===== src/rtl/core/esfr_pkg.sv =====
// Shared types and constants for the escape-stuffed frame receiver.
// Used by the channel interfaces and every module of the block.
package esfr_pkg;

  localparam int unsigned BYTE_W    = 8;
  localparam int unsigned LEN_W     = 7;
  localparam int unsigned ERR_W     = 16;
  localparam int unsigned CNT_W     = 2;
  localparam int unsigned CFG_IDX_W = 3;
  localparam int unsigned CFG_DATA_W = 8;

  // Command queue between front and back.
  localparam int unsigned Q_DEPTH = 2;
  localparam int unsigned Q_AW    = (Q_DEPTH > 1) ? $clog2(Q_DEPTH) : 1;
  localparam int unsigned Q_CW    = $clog2(Q_DEPTH + 1);

  // Configuration register indexes.
  typedef enum logic [CFG_IDX_W-1:0] {
    CFG_ESCAPE_BYTE  = 3'd0,
    CFG_START_A_CODE = 3'd1,
    CFG_START_B_CODE = 3'd2,
    CFG_END_CODE     = 3'd3,
    CFG_LIT_CODE     = 3'd4,
    CFG_DBL_CODE     = 3'd5
  } cfg_idx_t;

  localparam logic [BYTE_W-1:0] RST_ESCAPE_BYTE  = 8'd27;
  localparam logic [BYTE_W-1:0] RST_START_A_CODE = 8'd2;
  localparam logic [BYTE_W-1:0] RST_START_B_CODE = 8'd3;
  localparam logic [BYTE_W-1:0] RST_END_CODE     = 8'd7;
  localparam logic [BYTE_W-1:0] RST_LIT_CODE     = 8'd8;
  localparam logic [BYTE_W-1:0] RST_DBL_CODE     = 8'd9;

  typedef struct packed {
    logic [BYTE_W-1:0] escape_byte;
    logic [BYTE_W-1:0] start_a_code;
    logic [BYTE_W-1:0] start_b_code;
    logic [BYTE_W-1:0] end_code;
    logic [BYTE_W-1:0] lit_code;
    logic [BYTE_W-1:0] dbl_code;
  } cfg_t;

  // Meaning of a byte when it follows an escape, first match wins.
  typedef enum logic [2:0] {
    CODE_NONE,
    CODE_START_A,
    CODE_START_B,
    CODE_END,
    CODE_LIT,
    CODE_DBL
  } code_kind_t;

  typedef struct packed {
    logic [BYTE_W-1:0] rx_byte;
    logic              is_esc;
    code_kind_t        kind;
  } q_entry_t;

  typedef struct packed {
    logic [CNT_W-1:0]  data_count;
    logic [BYTE_W-1:0] data_first;
    logic [BYTE_W-1:0] data_second;
    logic              frame_start;
    logic              frame_done;
    logic              frame_is_type_a;
    logic              protocol_error;
    logic [ERR_W-1:0]  error_total;
    logic              dropped_full;
    logic [LEN_W-1:0]  frame_length;
  } result_t;

endpackage


===== src/rtl/core/esfr_in_if.sv =====
// Input byte channel: valid/ready handshake carrying one line byte.
// Depends on esfr_pkg for the byte width.
interface esfr_in_if;
  logic                       valid;
  logic                       ready;
  logic [esfr_pkg::BYTE_W-1:0] rx_byte;

  modport source (output valid, output rx_byte, input ready);
  modport sink   (input valid, input rx_byte, output ready);
endinterface


===== src/rtl/core/esfr_out_if.sv =====
// Result channel: valid/ready handshake carrying one decoded result word.
// Depends on esfr_pkg for the field widths.
interface esfr_out_if;
  logic                        valid;
  logic                        ready;
  logic [esfr_pkg::CNT_W-1:0]  data_count;
  logic [esfr_pkg::BYTE_W-1:0] data_first;
  logic [esfr_pkg::BYTE_W-1:0] data_second;
  logic                        frame_start;
  logic                        frame_done;
  logic                        frame_is_type_a;
  logic                        protocol_error;
  logic [esfr_pkg::ERR_W-1:0]  error_total;
  logic                        dropped_full;
  logic [esfr_pkg::LEN_W-1:0]  frame_length;

  modport source (output valid, output data_count, output data_first, output data_second,
                  output frame_start, output frame_done, output frame_is_type_a,
                  output protocol_error, output error_total, output dropped_full,
                  output frame_length, input ready);
  modport sink   (input valid, input data_count, input data_first, input data_second,
                  input frame_start, input frame_done, input frame_is_type_a,
                  input protocol_error, input error_total, input dropped_full,
                  input frame_length, output ready);
endinterface


===== src/rtl/core/escape_stuffed_frame_receiver.sv =====
// Escape-stuffed frame receiver: top level.
// Depends on esfr_pkg, esfr_in_if, esfr_out_if, esfr_front, esfr_queue, esfr_back.
//
// Usage:
//   in_ch  - one line byte per word (rx_byte), valid/ready handshake.
//   out_ch - exactly one result word per accepted byte, in order: delivered
//            payload bytes (0 to 2), frame start/done, frame type, error flag,
//            running error total, drop flag and current frame length.
//   cfg_*  - write port for the six code registers (escape byte, start A,
//            start B, end, literal escape, double escape); write only while
//            the block holds no byte in flight. Indexes 6 and 7 are ignored.
// Timing: a byte is classified and queued in its accept cycle; the back end
//   then pops it, updates the frame state and registers its result word
//   together, and out_ch shows that register. Throughput is one byte per
//   cycle while out_ch is ready and the queue holds bytes.
// Reset (rst_n low, synchronous) clears the queue, the frame state, the
//   error counter and the result valid flag and reloads the default codes.
// When out_ch stalls, the result register holds its word and the two-entry
//   queue keeps accepting until it fills; in_ch.ready then drops.
module escape_stuffed_frame_receiver #(
  parameter int unsigned FRAME_LIMIT = 64
) (
  input  logic                            clk,
  input  logic                            rst_n,
  esfr_in_if.sink                         in_ch,
  esfr_out_if.source                      out_ch,
  input  logic                            cfg_wr_en,
  input  logic [esfr_pkg::CFG_IDX_W-1:0]  cfg_index,
  input  logic [esfr_pkg::CFG_DATA_W-1:0] cfg_wdata
);

  esfr_pkg::cfg_t     cfg_r;
  logic               q_push;
  logic               q_pop;
  logic               q_full;
  logic               q_empty;
  esfr_pkg::q_entry_t q_in;
  esfr_pkg::q_entry_t q_head;
  esfr_pkg::result_t  res;
  logic               res_valid;

  // Code registers: load defaults at reset, update on a write.
  always_ff @(posedge clk) begin
    if (!rst_n) begin
      cfg_r.escape_byte  <= esfr_pkg::RST_ESCAPE_BYTE;
      cfg_r.start_a_code <= esfr_pkg::RST_START_A_CODE;
      cfg_r.start_b_code <= esfr_pkg::RST_START_B_CODE;
      cfg_r.end_code     <= esfr_pkg::RST_END_CODE;
      cfg_r.lit_code     <= esfr_pkg::RST_LIT_CODE;
      cfg_r.dbl_code     <= esfr_pkg::RST_DBL_CODE;
    end else if (cfg_wr_en) begin
      unique case (cfg_index)
        esfr_pkg::CFG_ESCAPE_BYTE:  cfg_r.escape_byte  <= cfg_wdata;
        esfr_pkg::CFG_START_A_CODE: cfg_r.start_a_code <= cfg_wdata;
        esfr_pkg::CFG_START_B_CODE: cfg_r.start_b_code <= cfg_wdata;
        esfr_pkg::CFG_END_CODE:     cfg_r.end_code     <= cfg_wdata;
        esfr_pkg::CFG_LIT_CODE:     cfg_r.lit_code     <= cfg_wdata;
        esfr_pkg::CFG_DBL_CODE:     cfg_r.dbl_code     <= cfg_wdata;
        default: ; // drop writes to unused indexes
      endcase
    end
  end

  // Front: accept and classify each byte against the current codes.
  esfr_front u_front (
    .in_ch      (in_ch),
    .cfg        (cfg_r),
    .q_full     (q_full),
    .push       (q_push),
    .push_entry (q_in)
  );

  // Queue decouples the front from a stalled back end.
  esfr_queue u_queue (
    .clk        (clk),
    .rst_n      (rst_n),
    .push       (q_push),
    .push_entry (q_in),
    .pop        (q_pop),
    .head       (q_head),
    .full       (q_full),
    .empty      (q_empty)
  );

  // Back: advance frame state and register one result per byte.
  esfr_back #(
    .FRAME_LIMIT (FRAME_LIMIT)
  ) u_back (
    .clk         (clk),
    .rst_n       (rst_n),
    .escape_byte (cfg_r.escape_byte),
    .head        (q_head),
    .q_empty     (q_empty),
    .pop         (q_pop),
    .res         (res),
    .res_valid   (res_valid),
    .res_ready   (out_ch.ready)
  );

  assign out_ch.valid           = res_valid;
  assign out_ch.data_count      = res.data_count;
  assign out_ch.data_first      = res.data_first;
  assign out_ch.data_second     = res.data_second;
  assign out_ch.frame_start     = res.frame_start;
  assign out_ch.frame_done      = res.frame_done;
  assign out_ch.frame_is_type_a = res.frame_is_type_a;
  assign out_ch.protocol_error  = res.protocol_error;
  assign out_ch.error_total     = res.error_total;
  assign out_ch.dropped_full    = res.dropped_full;
  assign out_ch.frame_length    = res.frame_length;

  // An accepted byte is in the queue in the cycle after its acceptance.
  a_accept_queued: assert property (@(posedge clk) disable iff (!rst_n)
    (in_ch.valid && in_ch.ready) |=> !q_empty)
    else $error("accepted byte missing from queue");

  a_queue_sane: assert property (@(posedge clk) disable iff (!rst_n)
    !(q_full && q_empty))
    else $error("queue full and empty at once");

  a_drop_excl: assert property (@(posedge clk) disable iff (!rst_n)
    (out_ch.valid && out_ch.dropped_full) |->
      (!out_ch.protocol_error && !out_ch.frame_start && !out_ch.frame_done &&
       out_ch.data_count == 2'd0))
    else $error("dropped byte changed frame state");

  a_start_done_excl: assert property (@(posedge clk) disable iff (!rst_n)
    out_ch.valid |-> !(out_ch.frame_start && out_ch.frame_done))
    else $error("frame start and done on one byte");

endmodule


===== src/rtl/core/esfr_front.sv =====
// Front end: accepts line bytes and classifies them against the code registers.
// Depends on esfr_pkg and esfr_in_if.
module esfr_front (
  esfr_in_if.sink           in_ch,
  input  esfr_pkg::cfg_t    cfg,
  input  logic              q_full,
  output logic              push,
  output esfr_pkg::q_entry_t push_entry
);

  esfr_pkg::code_kind_t kind;

  always_comb begin
    priority if (in_ch.rx_byte == cfg.start_a_code) begin
      kind = esfr_pkg::CODE_START_A;
    end else if (in_ch.rx_byte == cfg.start_b_code) begin
      kind = esfr_pkg::CODE_START_B;
    end else if (in_ch.rx_byte == cfg.end_code) begin
      kind = esfr_pkg::CODE_END;
    end else if (in_ch.rx_byte == cfg.lit_code) begin
      kind = esfr_pkg::CODE_LIT;
    end else if (in_ch.rx_byte == cfg.dbl_code) begin
      kind = esfr_pkg::CODE_DBL;
    end else begin
      kind = esfr_pkg::CODE_NONE;
    end
  end

  assign in_ch.ready        = !q_full;
  assign push               = in_ch.valid && !q_full;
  assign push_entry.rx_byte = in_ch.rx_byte;
  assign push_entry.is_esc  = (in_ch.rx_byte == cfg.escape_byte);
  assign push_entry.kind    = kind;

endmodule


===== src/rtl/core/esfr_queue.sv =====
// Short command queue between the classifying front and the state back end.
// Depends on esfr_pkg for the entry type and depth.
module esfr_queue (
  input  logic               clk,
  input  logic               rst_n,
  input  logic               push,
  input  esfr_pkg::q_entry_t push_entry,
  input  logic               pop,
  output esfr_pkg::q_entry_t head,
  output logic               full,
  output logic               empty
);

  localparam logic [esfr_pkg::Q_AW-1:0] LAST = esfr_pkg::Q_AW'(esfr_pkg::Q_DEPTH - 1);
  localparam logic [esfr_pkg::Q_CW-1:0] DEPTH_C = esfr_pkg::Q_CW'(esfr_pkg::Q_DEPTH);

  esfr_pkg::q_entry_t               mem_r [esfr_pkg::Q_DEPTH];
  logic [esfr_pkg::Q_AW-1:0]        wptr_r, wptr_nxt;
  logic [esfr_pkg::Q_AW-1:0]        rptr_r, rptr_nxt;
  logic [esfr_pkg::Q_CW-1:0]        count_r, count_nxt;

  assign full  = (count_r == DEPTH_C);
  assign empty = (count_r == '0);
  assign head  = mem_r[rptr_r];

  always_comb begin
    wptr_nxt  = wptr_r;
    rptr_nxt  = rptr_r;
    count_nxt = count_r;
    if (push) begin
      wptr_nxt = (wptr_r == LAST) ? '0 : wptr_r + 1'b1;
    end
    if (pop) begin
      rptr_nxt = (rptr_r == LAST) ? '0 : rptr_r + 1'b1;
    end
    if (push && !pop) begin
      count_nxt = count_r + 1'b1;
    end else if (pop && !push) begin
      count_nxt = count_r - 1'b1;
    end
  end

  always_ff @(posedge clk) begin
    if (!rst_n) begin
      wptr_r  <= '0;
      rptr_r  <= '0;
      count_r <= '0;
    end else begin
      wptr_r  <= wptr_nxt;
      rptr_r  <= rptr_nxt;
      count_r <= count_nxt;
    end
  end

  always_ff @(posedge clk) begin
    if (push) begin
      mem_r[wptr_r] <= push_entry;
    end
  end

endmodule


===== src/rtl/core/esfr_back.sv =====
// Back end: frame state, error counter and the registered result word.
// Depends on esfr_pkg for the entry and result types.
module esfr_back #(
  parameter int unsigned FRAME_LIMIT = 64
) (
  input  logic                        clk,
  input  logic                        rst_n,
  input  logic [esfr_pkg::BYTE_W-1:0] escape_byte,
  input  esfr_pkg::q_entry_t          head,
  input  logic                        q_empty,
  output logic                        pop,
  output esfr_pkg::result_t           res,
  output logic                        res_valid,
  input  logic                        res_ready
);

  // Limit in effect, clipped to what the length counter can hold.
  localparam int unsigned LEN_MAX = (1 << esfr_pkg::LEN_W) - 1;
  localparam logic [esfr_pkg::LEN_W-1:0] LIM =
    esfr_pkg::LEN_W'((FRAME_LIMIT > LEN_MAX) ? LEN_MAX : FRAME_LIMIT);

  logic                         esc_pend_r, esc_pend_nxt;
  logic                         in_frame_r, in_frame_nxt;
  logic                         type_a_r, type_a_nxt;
  logic [esfr_pkg::LEN_W-1:0]   len_r, len_nxt;
  logic [esfr_pkg::ERR_W-1:0]   err_cnt_r, err_cnt_nxt;
  esfr_pkg::result_t            res_r, res_nxt;
  logic                         res_valid_r;
  logic                         err;
  logic [esfr_pkg::LEN_W-1:0]   len_inc;

  assign pop     = !q_empty && (!res_valid_r || res_ready);
  assign len_inc = len_r + 1'b1;

  always_comb begin
    esc_pend_nxt = esc_pend_r;
    in_frame_nxt = in_frame_r;
    type_a_nxt   = type_a_r;
    len_nxt      = len_r;
    err          = 1'b0;
    res_nxt      = '0;

    if (len_r >= LIM) begin
      // Buffer full: drop, keep every flag.
      res_nxt.dropped_full = 1'b1;
    end else if (esc_pend_r) begin
      esc_pend_nxt = 1'b0;
      unique case (head.kind)
        esfr_pkg::CODE_START_A, esfr_pkg::CODE_START_B: begin
          err                 = in_frame_r;
          in_frame_nxt        = 1'b1;
          len_nxt             = '0;
          type_a_nxt          = (head.kind == esfr_pkg::CODE_START_A);
          res_nxt.frame_start = 1'b1;
        end
        esfr_pkg::CODE_END: begin
          if (!in_frame_r) begin
            err = 1'b1;
          end else begin
            in_frame_nxt       = 1'b0;
            res_nxt.frame_done = 1'b1;
          end
        end
        esfr_pkg::CODE_LIT: begin
          if (!in_frame_r) begin
            err = 1'b1;
          end else begin
            res_nxt.data_count = 2'd1;
            res_nxt.data_first = escape_byte;
            len_nxt            = len_inc;
          end
        end
        esfr_pkg::CODE_DBL: begin
          if (!in_frame_r) begin
            err = 1'b1;
          end else begin
            res_nxt.data_count = 2'd1;
            res_nxt.data_first = escape_byte;
            len_nxt            = len_inc;
            // Second copy only if room is left.
            if (len_inc < LIM) begin
              res_nxt.data_count  = 2'd2;
              res_nxt.data_second = escape_byte;
              len_nxt             = len_inc + 1'b1;
            end
          end
        end
        default: begin
          err = 1'b1;
        end
      endcase
    end else if (head.is_esc) begin
      esc_pend_nxt = 1'b1;
    end else if (!in_frame_r) begin
      err = 1'b1;
    end else begin
      res_nxt.data_count = 2'd1;
      res_nxt.data_first = head.rx_byte;
      len_nxt            = len_inc;
    end

    err_cnt_nxt             = err_cnt_r + esfr_pkg::ERR_W'(err);
    res_nxt.protocol_error  = err;
    res_nxt.error_total     = err_cnt_nxt;
    res_nxt.frame_is_type_a = type_a_nxt;
    res_nxt.frame_length    = len_nxt;
  end

  always_ff @(posedge clk) begin
    if (!rst_n) begin
      esc_pend_r  <= 1'b0;
      in_frame_r  <= 1'b0;
      type_a_r    <= 1'b0;
      len_r       <= '0;
      err_cnt_r   <= '0;
      res_valid_r <= 1'b0;
    end else begin
      if (pop) begin
        esc_pend_r  <= esc_pend_nxt;
        in_frame_r  <= in_frame_nxt;
        type_a_r    <= type_a_nxt;
        len_r       <= len_nxt;
        err_cnt_r   <= err_cnt_nxt;
        res_valid_r <= 1'b1;
      end else if (res_ready) begin
        res_valid_r <= 1'b0;
      end
    end
  end

  always_ff @(posedge clk) begin
    if (pop) begin
      res_r <= res_nxt;
    end
  end

  assign res       = res_r;
  assign res_valid = res_valid_r;

endmodule

===== src/flat_wrapper.sv =====
// flat-port wrapper written by rule: the top's interface ports become plain ports
module escape_stuffed_frame_receiver_flat 
#(
  parameter int unsigned FRAME_LIMIT = 64
)
  (clk, rst_n, cfg_wr_en, cfg_index, cfg_wdata, in_ch_valid, in_ch_rx_byte, in_ch_ready, out_ch_valid, out_ch_data_count, out_ch_data_first, out_ch_data_second, out_ch_frame_start, out_ch_frame_done, out_ch_frame_is_type_a, out_ch_protocol_error, out_ch_error_total, out_ch_dropped_full, out_ch_frame_length, out_ch_ready);
  esfr_in_if in_ch_i ();
  esfr_out_if out_ch_i ();
  input  logic clk;
  input  logic rst_n;
  input  logic cfg_wr_en;
  input  logic [esfr_pkg::CFG_IDX_W-1:0] cfg_index;
  input  logic [esfr_pkg::CFG_DATA_W-1:0] cfg_wdata;
  input wire logic [$bits(in_ch_i.valid)-1:0] in_ch_valid;
  input wire logic [$bits(in_ch_i.rx_byte)-1:0] in_ch_rx_byte;
  output wire logic [$bits(in_ch_i.ready)-1:0] in_ch_ready;
  output wire logic [$bits(out_ch_i.valid)-1:0] out_ch_valid;
  output wire logic [$bits(out_ch_i.data_count)-1:0] out_ch_data_count;
  output wire logic [$bits(out_ch_i.data_first)-1:0] out_ch_data_first;
  output wire logic [$bits(out_ch_i.data_second)-1:0] out_ch_data_second;
  output wire logic [$bits(out_ch_i.frame_start)-1:0] out_ch_frame_start;
  output wire logic [$bits(out_ch_i.frame_done)-1:0] out_ch_frame_done;
  output wire logic [$bits(out_ch_i.frame_is_type_a)-1:0] out_ch_frame_is_type_a;
  output wire logic [$bits(out_ch_i.protocol_error)-1:0] out_ch_protocol_error;
  output wire logic [$bits(out_ch_i.error_total)-1:0] out_ch_error_total;
  output wire logic [$bits(out_ch_i.dropped_full)-1:0] out_ch_dropped_full;
  output wire logic [$bits(out_ch_i.frame_length)-1:0] out_ch_frame_length;
  input wire logic [$bits(out_ch_i.ready)-1:0] out_ch_ready;
  assign in_ch_i.valid = in_ch_valid;
  assign in_ch_i.rx_byte = in_ch_rx_byte;
  assign in_ch_ready = in_ch_i.ready;
  assign out_ch_valid = out_ch_i.valid;
  assign out_ch_data_count = out_ch_i.data_count;
  assign out_ch_data_first = out_ch_i.data_first;
  assign out_ch_data_second = out_ch_i.data_second;
  assign out_ch_frame_start = out_ch_i.frame_start;
  assign out_ch_frame_done = out_ch_i.frame_done;
  assign out_ch_frame_is_type_a = out_ch_i.frame_is_type_a;
  assign out_ch_protocol_error = out_ch_i.protocol_error;
  assign out_ch_error_total = out_ch_i.error_total;
  assign out_ch_dropped_full = out_ch_i.dropped_full;
  assign out_ch_frame_length = out_ch_i.frame_length;
  assign out_ch_i.ready = out_ch_ready;
  escape_stuffed_frame_receiver #(.FRAME_LIMIT(FRAME_LIMIT)) u_core (.clk(clk), .rst_n(rst_n), .in_ch(in_ch_i), .out_ch(out_ch_i), .cfg_wr_en(cfg_wr_en), .cfg_index(cfg_index), .cfg_wdata(cfg_wdata));
endmodule

===== config.mk =====
export PLATFORM = sky130hd
export DESIGN_NAME = escape_stuffed_frame_receiver_flat
export DESIGN_NICKNAME = d
export VERILOG_FILES = /design/src/rtl/core/esfr_pkg.sv /design/src/rtl/core/esfr_in_if.sv /design/src/rtl/core/esfr_out_if.sv /design/src/rtl/core/escape_stuffed_frame_receiver.sv /design/src/rtl/core/esfr_front.sv /design/src/rtl/core/esfr_queue.sv /design/src/rtl/core/esfr_back.sv /design/src/flat_wrapper.sv
export SDC_FILE = /design/constraint.sdc
export NUM_CORES = 1
export LEC_CHECK = 0
export BUFFER_PORTS_ARGS = -buffer_cell sky130_fd_sc_hd__buf_2
export CORE_MARGIN = 2
export CORE_UTILIZATION = 50
export CTS_CLUSTER_SIZE = 16
export DETAILED_ROUTE_END_ITERATION = 7
export GPL_TIMING_DRIVEN = 0
export PLACE_DENSITY = 0.72
export SYNTH_ARGS = -nofsm -noshare
export SYNTH_HDL_FRONTEND = slang
export SYNTH_SLANG_ARGS = --single-unit

===== constraint.sdc =====
create_clock -name clk -period 3.4 [get_ports clk]
set_clock_uncertainty 0.05 [all_clocks]
set_input_delay 0.68 -clock clk [delete_from_list [all_inputs] [get_ports clk]]
set_output_delay 0.68 -clock clk [all_outputs]
set_load 0.02 [all_outputs]

==> summary.md, run 1 <==
| Metric | Value |
|---|---|
| Routability Congestion | 0.945 |
| I/O Buffers | 70 |
| CTS tree | done |
| Worst Max-Slew Pin Slew | 1090 ps |
| Largest net degree at the start of global routing | 33 |
| Vias | 6104 |
| Internal Power | 4.26 mW |
| Hold endpoint | u_core.u_queue.mem_r[1][8] |
| Buf+Inv Stages, Crit Path | 2 |
| Critical path's largest stage delay | 420 ps |
| Switching pwr | ~2.2 mW |
| Top-Level Pins | 72 |
| Unique masters post-synth | 61 |
| Wl on met1 | ~8 mm |
| Syn_area_per_cell | 9.61 µm² |
| RSZ-0062 raised after global routing | yes |
| Total grt overflow | 0 |
| Antenna viol nets, final | 0 |
| Reg area | 3700 µm² |
| CP required | 3670 ps |
| Routed wl met3 | about 1.1 mm |
| FFs w/ async S/R, synth | 0% |
| H-tree Lvls | 4 |
| Post-Syn Nets | 812 |
| Worst hold path class | in -> reg |
| Max cap viols | 0 |
| Crit-path cells | buf_6 > buf_8 > mux2_4 > xnor2_2 > nand3_1 > o21ai_2 > a211oi_2 > ha_2 > ha_4 > nand3_4 > nor4_4 > and3_4 > nand4_1 > xnor2_1 > and2_1 |
| Synthesized instance count | 781 |
| First-pass GRT wire length | slightly below 30 mm |
| Total power draw | 6.42 mW |
| Vias in the first global route | between 5000 and 6000 |
| FP Rows | 44 |
| Commonest non-fill, non-tap cells in the layout | nand2_1, dfxtp_1, buf_2 |
| Crit end category | register |
| Number of flops mapped to enable cells by yosys | 70 |
| Sequential area share after synthesis | ~50% |
| Yosys warns | 0 |
| Initial DRC count | 574 |
| Fin crit share | 98.3% |
| Commonest non-fill, non-tap cell in the layout | nand2_1 |
| Worst-Skew Late Latency | 430 ps |
| Number of fill cells | between 1000 and 1500 |
| Max Transition Viols Final | 0 |
| Crit path max fanout | 7 |
| Detailed Place HPWL | 12.7 mm |
| Pre-Repair DR Iteration Count | 5 |
| Max VDD drop | 408 µV |
| Total track usage | 23.1% |
| Top FF cell, synth | dfxtp_1 |
| Net Sw Frac | 33.7% |
| Worst Hold Depth | 1 |
| Number of diodes | 0 |
| Die area | 16000 µm² |
| R2r setup slk | between 50 and 60 ps |
| Routed wire length | 18.3 mm |
| Fmax | 0.299 GHz |
| Clock sink count | 150 |
| Outcome | completed |
| Largest delay share family, worst path | simple AND/OR/NAND/NOR gates |
| DRC viols | 0 |
| WS Path Type | reg -> reg |
| Slew margin rel. | 27.2% |
| Synthesis-stage register bit count | 150 |
| Initial Util | about half |
| Initial antenna violation count | 0 |
| Final setup fails | 0 |
| WP data arrival | 3610 ps |
| Combinational fraction of design power | a little under a third |
| Slowest cell on the critical path | nor4_4 |
| Clk network pwr share | between 30% and 40% |
| Number of buffers created by CTS | 17 |
| Die height | 127 µm |
| Final Hold Vio Count | 0 |
| WL met2 | 8.60 mm |
| Layout cells sized above 1 | 18.0% |
| Clock buffer depth | 2 |
| Die width | 127 µm |
| Nets | 910 |
| R2R cell count | 15 |
| DR WL/cell | between 15 and 20 µm |
| P_leak | 3.32 nW |
| Via density | 5.68 |
| Final Critical Period | about 3300 ps |
| Hold Path Origin | in_ch_rx_byte[4] |
| Post-layout util | 60.9% |
| Max layer used | met4 |
| Clock transition at path regs | 60 ps |
| Kind of start point of the critical path | register |
| Sequential share of power | 38.8% |
| Mapped Area | 7500 µm² |
| Clk Tree Root Cell | clkbuf_16 |
| Multi-input logic area | approximately 3700 µm² |
| Synthesis-to-layout area growth | 18.4% |
| Core footprint | 14600 µm² |
| Pwr/cell area | 723 nW/µm² |
| FF-to-FF End | u_core.u_back.err_cnt_r[14] |
sequential cells by signal, indices dropped and copies added (netlist names), named ones only:
signal                    count
u_core.u_back.len_r           7
u_core.u_back.in_frame_r      1
u_core.u_back.res_valid       1
u_core.u_queue.count_r        2
u_core.u_back.err_cnt_r      16
u_core.u_back.res            46
u_core.u_queue.rptr_r         1
u_core.cfg_r                 48
u_core.u_back.type_a_r        1
u_core.u_back.esc_pend_r      1
u_core.u_queue.wptr_r         1
u_core.u_queue.mem_r         24
final cells by class:
type / instances / area share [%]
buffer: 41 / 2.08
clock buffer: 20 / 4.91
clock inverter: 11 / 1.96
inverter: 6 / 0.253
multi-input combinational: 583 / 41.6
sequential: 150 / 41.7
tap: 184 / 2.59
timing repair buffer: 80 / 4.93
worst reg2reg max path: stages (launching register included):
cell,delay (ps)
dfxtp_2,310
buf_6,120
buf_8,130
mux2_4,330
xnor2_2,150
nand3_1,120
o21ai_2,70
a211oi_2,310
ha_2,290
ha_4,160
nand3_4,100
nor4_4,420
and3_4,260
nand4_1,110
xnor2_1,150
and2_1,150
timing repair:
action	CTS	global route
resized for setup	10	19
cloned	0	0
endpoints found under the setup margin	18	11
endpoints found under the hold margin	0	0
pin swaps	3	5
setup buffers	0	9
hold buffers	0	0
power groups by stage:
stage	clock network [mW]	registers, mW	logic, mW
floorplan	0	2.84	0.949
global placement	0	2.54	1.82
detailed placement	0	2.52	1.86
CTS	1.99	2.48	1.88
global route	2.06	2.53	2.10
finish	1.97	2.49	1.95
per-layer routing:
layer	up-vias	global-route usage (%)
met5	-	0
met4	0	10.4
met3	47	4.13
met2	250	37.5
met1	2856	30.1
li1	2951	-
per-stage QoR:
stage	area [µm²]	setup TNS (ps)	instances	worst slack, ps	hold slack (ps)
after floorplan	7500	0	781	3.16	398
after global placement	8090	-45010	1035	-964	408
after detailed placement	8110	-4990	1036	-609	420
after CTS	8750	0	1067	38.6	391
after global routing	8880	-76.1	1075	-56.3	401
final	8880	0	1075	58.6	401
cell usage after synthesis (3+ instances only):
library cell    n  share of area, %
a211oi_1        6              0.60
a21boi_0       43               4.3
a21oi_1        20               1.3
a22oi_1         8              0.80
a31o_2          4              0.47
a31oi_1        10              0.83
and2_1         24               2.0
and3_1          5              0.42
buf_1           3              0.15
buf_2           7              0.47
clkbuf_1       32               1.6
dfxtp_1        80                21
edfxtp_1       70                28
ha_1            7               1.2
inv_1           6              0.30
mux2_2         11               1.7
mux2i_1         9               1.2
nand2_1       139               7.0
nand2b_1        9              0.75
nand3_1        30               2.0
nand4_1        14               1.2
nor2_1         55               2.8
nor2b_1         9              0.75
nor3_1         12              0.80
nor4_1          4              0.33
nor4_2          3              0.50
o21ai_0        22               1.5
o22ai_1         4              0.33
or2_2           6              0.50
or3_1           7              0.58
xnor2_1        50               5.8
xor2_1         35               4.1
worst max-delay path by stage:
stage                              from                           to  slack [ps]  cells after the start
2_1_floorplan              out_ch_ready   u_core.u_back.err_cnt_r[8]           3                      8
3_3_place_gp               out_ch_ready  u_core.u_back.err_cnt_r[10]        -960                      9
3_5_place_dp   u_core.u_back.esc_pend_r  u_core.u_back.err_cnt_r[14]        -610                     13
4_1_cts                        register  u_core.u_back.err_cnt_r[14]          40                     15
5_1_grt                        register  u_core.u_back.err_cnt_r[14]         -60                     15
6_report                       register  u_core.u_back.err_cnt_r[14]          60                     15
cell families after synthesis:
group	count (synthesis)	share of synthesized area (%)
xor+xnor	85	9.92
flops	150	49.3
simple gates	322	20.2
mux	20	2.85
fa+ha+maj	7	1.17
buf+inv	48	2.52
compound gates	149	14.0
(Power assumes the default switching activity.)
==> inputs of run 2 (changes only) <==
--- a/config.mk
+++ b/config.mk
@@ -7,11 +7,11 @@
 export LEC_CHECK = 0
 export BUFFER_PORTS_ARGS = -buffer_cell sky130_fd_sc_hd__buf_2
 export CORE_MARGIN = 2
-export CORE_UTILIZATION = 50
+export CORE_UTILIZATION = 47
 export CTS_CLUSTER_SIZE = 16
 export DETAILED_ROUTE_END_ITERATION = 7
 export GPL_TIMING_DRIVEN = 0
-export PLACE_DENSITY = 0.72
+export PLACE_DENSITY = 0.68
 export SYNTH_ARGS = -nofsm -noshare
 export SYNTH_HDL_FRONTEND = slang
 export SYNTH_SLANG_ARGS = --single-unit
==> run 2 against run 1 <==
Net effect: critical path depth unchanged; combinational power about the same; non-clock buffer count unchanged; sequential cell count unchanged; clock-buffer cell count decreased by 2; global-route usage decreased by 0.76 points; maximum frequency increased by 2.5%; critical endpoint unchanged.
==> summary.md, run 2 (same netlist as run 1, synthesis figures left out) <==
| Metric | Value |
|---|---|
| Initial Util | 47.6% (was 51.4%) |
| Synthesis-to-layout area growth | 18.9% (was 18.4%) |
| Total power draw | 6.38 mW (was 6.42 mW) |
| Routability Congestion | 0.908 (was 0.945) |
| Commonest non-fill, non-tap cells in the layout | nand2_1, dfxtp_1, buf_2 (unchanged) |
| I/O Buffers | 70 (unchanged) |
| Die height | 130 µm (was 127 µm) |
| Total grt overflow | 0 (unchanged) |
| Initial DRC count | 476 (was 574) |
| Reg area | 3700 µm² (unchanged) |
| Max VDD drop | 398 µV (was 408 µV) |
| Worst hold slack | 407 ps (was 401 ps) |
| Largest Register | u_core.cfg_r (unchanged) |
| FP Rows | 46 (was 44) |
| Worst-Skew Late Latency | 430 ps (about the same) |
| WP data arrival | 3540 ps (was 3610 ps) |
| Via density | 5.50 (was 5.68) |
| Crit path max fanout | 7 (unchanged) |
| Fin crit share | 95.8% (was 98.3%) |
| Die width | 130 µm (was 127 µm) |
| Wl on met1 | 8.00 mm (about the same) |
| Hold endpoint | u_core.u_queue.mem_r[1][10] (was u_core.u_queue.mem_r[1][8]) |
| Nets | 910 (unchanged) |
| Number of flip-flops in the largest register | 48 (unchanged) |
| Max Transition Viols Final | 0 (unchanged) |
| Top-Level Pins | 72 (unchanged) |
| R2R cell count | 15 (unchanged) |
| Clk Tree Root Cell | clkbuf_16 (unchanged) |
| Vias in the first global route | 5644 (was 5612) |
| Final Critical Period | 3260 ps (was 3340 ps) |
| H-tree Lvls | 4 (unchanged) |
| Crit end category | register (unchanged) |
| Pwr/cell area | 715 nW/µm² (was 723 nW/µm²) |
| Fmax | 0.307 GHz (was 0.299 GHz) |
| Detailed Place HPWL | 12.9 mm (was 12.7 mm) |
| Worst Hold Depth | 1 (unchanged) |
| Post-route worst setup slack | 141 ps (was 58.6 ps) |
| Commonest non-fill, non-tap cell in the layout | nand2_1 (unchanged) |
| Core footprint | 15800 µm² (was 14600 µm²) |
| Pre-Repair DR Iteration Count | 5 (unchanged) |
| Clock sink count | 150 (unchanged) |
| Kind of start point of the critical path | register (unchanged) |
| CTS tree | done (unchanged) |
| First-pass GRT wire length | 28.9 mm (was 28.8 mm) |
| Layout cells sized above 1 | 18.2% (was 18.0%) |
| Area after DPL | 8150 µm² (was 8110 µm²) |
| CP required | 3680 ps (was 3670 ps) |
| DR WL/cell | 16.4 µm (was 17.0 µm) |
| Max cap viols | 0 (unchanged) |
| Clock transition at path regs | 60 ps (about the same) |
| Outcome | completed (unchanged) |
| Worst Max-Slew Pin Slew | 1020 ps (was 1090 ps) |
| Place WS | -753 ps (was -609 ps) |
| Number of diodes | 0 (unchanged) |
| Multi-input logic area | 3690 µm² (about the same) |
| Total track usage | 22.3% (was 23.1%) |
| WL met2 | 8.59 mm (was 8.60 mm) |
| Number of buffers created by CTS | 17 (unchanged) |
| DRC viols | 0 (unchanged) |
| P_leak | 3.31 nW (was 3.32 nW) |
| Cells after DPL | 1068 (was 1036) |
| Largest net degree at the start of global routing | 29 (was 33) |
| Final setup fails | 0 (unchanged) |
| Hold_buf cts | 0 (unchanged) |
| FF-to-FF End | u_core.u_back.err_cnt_r[14] (unchanged) |
| Antenna viol nets, final | 0 (unchanged) |
| Hold Path Origin | in_ch_rx_byte[6] (was in_ch_rx_byte[4]) |
| R2r setup slk | 140 ps (was 60 ps) |
| Initial antenna violation count | 0 (unchanged) |
| Slew margin rel. | 31.3% (was 27.2%) |
| Clock buffer depth | 2 (unchanged) |
| Number of fill cells | 1448 (was 1218) |
| Design Area, Final | 8920 µm² (was 8880 µm²) |
| Final Hold Vio Count | 0 (unchanged) |
| Max layer used | met4 (unchanged) |
| Die area | 17000 µm² (was 16000 µm²) |
| Routed wl met3 | 1.06 mm (was 1.13 mm) |
| Worst hold path class | in -> reg (unchanged) |
| Vias | 6092 (was 6104) |
| Routed wire length | 18.1 mm (was 18.3 mm) |
| Fin cells | 1108 (was 1075) |
| WS Path Type | reg -> reg (unchanged) |
-- run 2: worst max path at each step --
stage	from	to	slack (ps)	cells past startpoint
global placement	out_ch_ready	u_core.u_back.err_cnt_r[11]	-990	9
detailed placement	u_core.u_back.esc_pend_r	u_core.u_back.err_cnt_r[12]	-750	12
global route	register	u_core.u_back.err_cnt_r[14]	-9	15
floorplan	out_ch_ready	u_core.u_back.err_cnt_r[8]	3	8
CTS	register	u_core.u_back.err_cnt_r[8]	10	15
finish	register	u_core.u_back.err_cnt_r[14]	140	15
-- run 2: per-layer routing --
metal  vias up  track usage [%]
li1       2966                -
met1      2871             29.1
met2       217             36.5
met3        38             3.61
met4         0             10.5
met5         -                0
-- run 2: report_power, final --
group / leakage [nW] / internal (mW) / total [mW] / switching, mW
Clock: 0.286 / 1.16 / 1.93 / 0.766
Combinational: 1.70 / 0.693 / 1.96 / 1.26
Sequential: 1.33 / 2.34 / 2.50 / 0.156
-- run 2: final cells by class --
class                           count  area share (%)
Buffer                             40            2.02
Inverter                            6           0.252
Sequential cell                   150            41.5
Clock inverter                     14            1.98
Tap cell                          216            3.03
Multi-Input combinational cell    583            41.4
Timing Repair Buffer               81            4.99
Clock buffer                       18            4.81
-- run 2: what timing repair did --
item / in CTS / in global routing
pin swaps: 3 / 6
endpoints found under the setup margin: 23 / 16
resized for setup: 11 / 18
buffers inserted: 2 / 8
cloned: 0 / 0
-- run 2: stage by stage --
step / util (%) / setup TNS (ps)
global route: 56.6 / -8.57
floorplan: - / 0
finish: 56.6 / 0
detailed placement: 51.7 / -7210
CTS: 55.9 / 0
global placement: 51.5 / -49560
-- run 2: critical path, cell delays in order (launching register included) --
cell	delay, ps
dfxtp_2	310
buf_6	120
buf_8	130
mux2_4	320
xnor2_1	140
nand3_1	100
o21ai_2	70
a211oi_2	330
ha_2	280
ha_4	150
nand3_4	100
nor4_4	390
and3_4	250
nand4_1	110
xnor2_1	140
and2_1	140
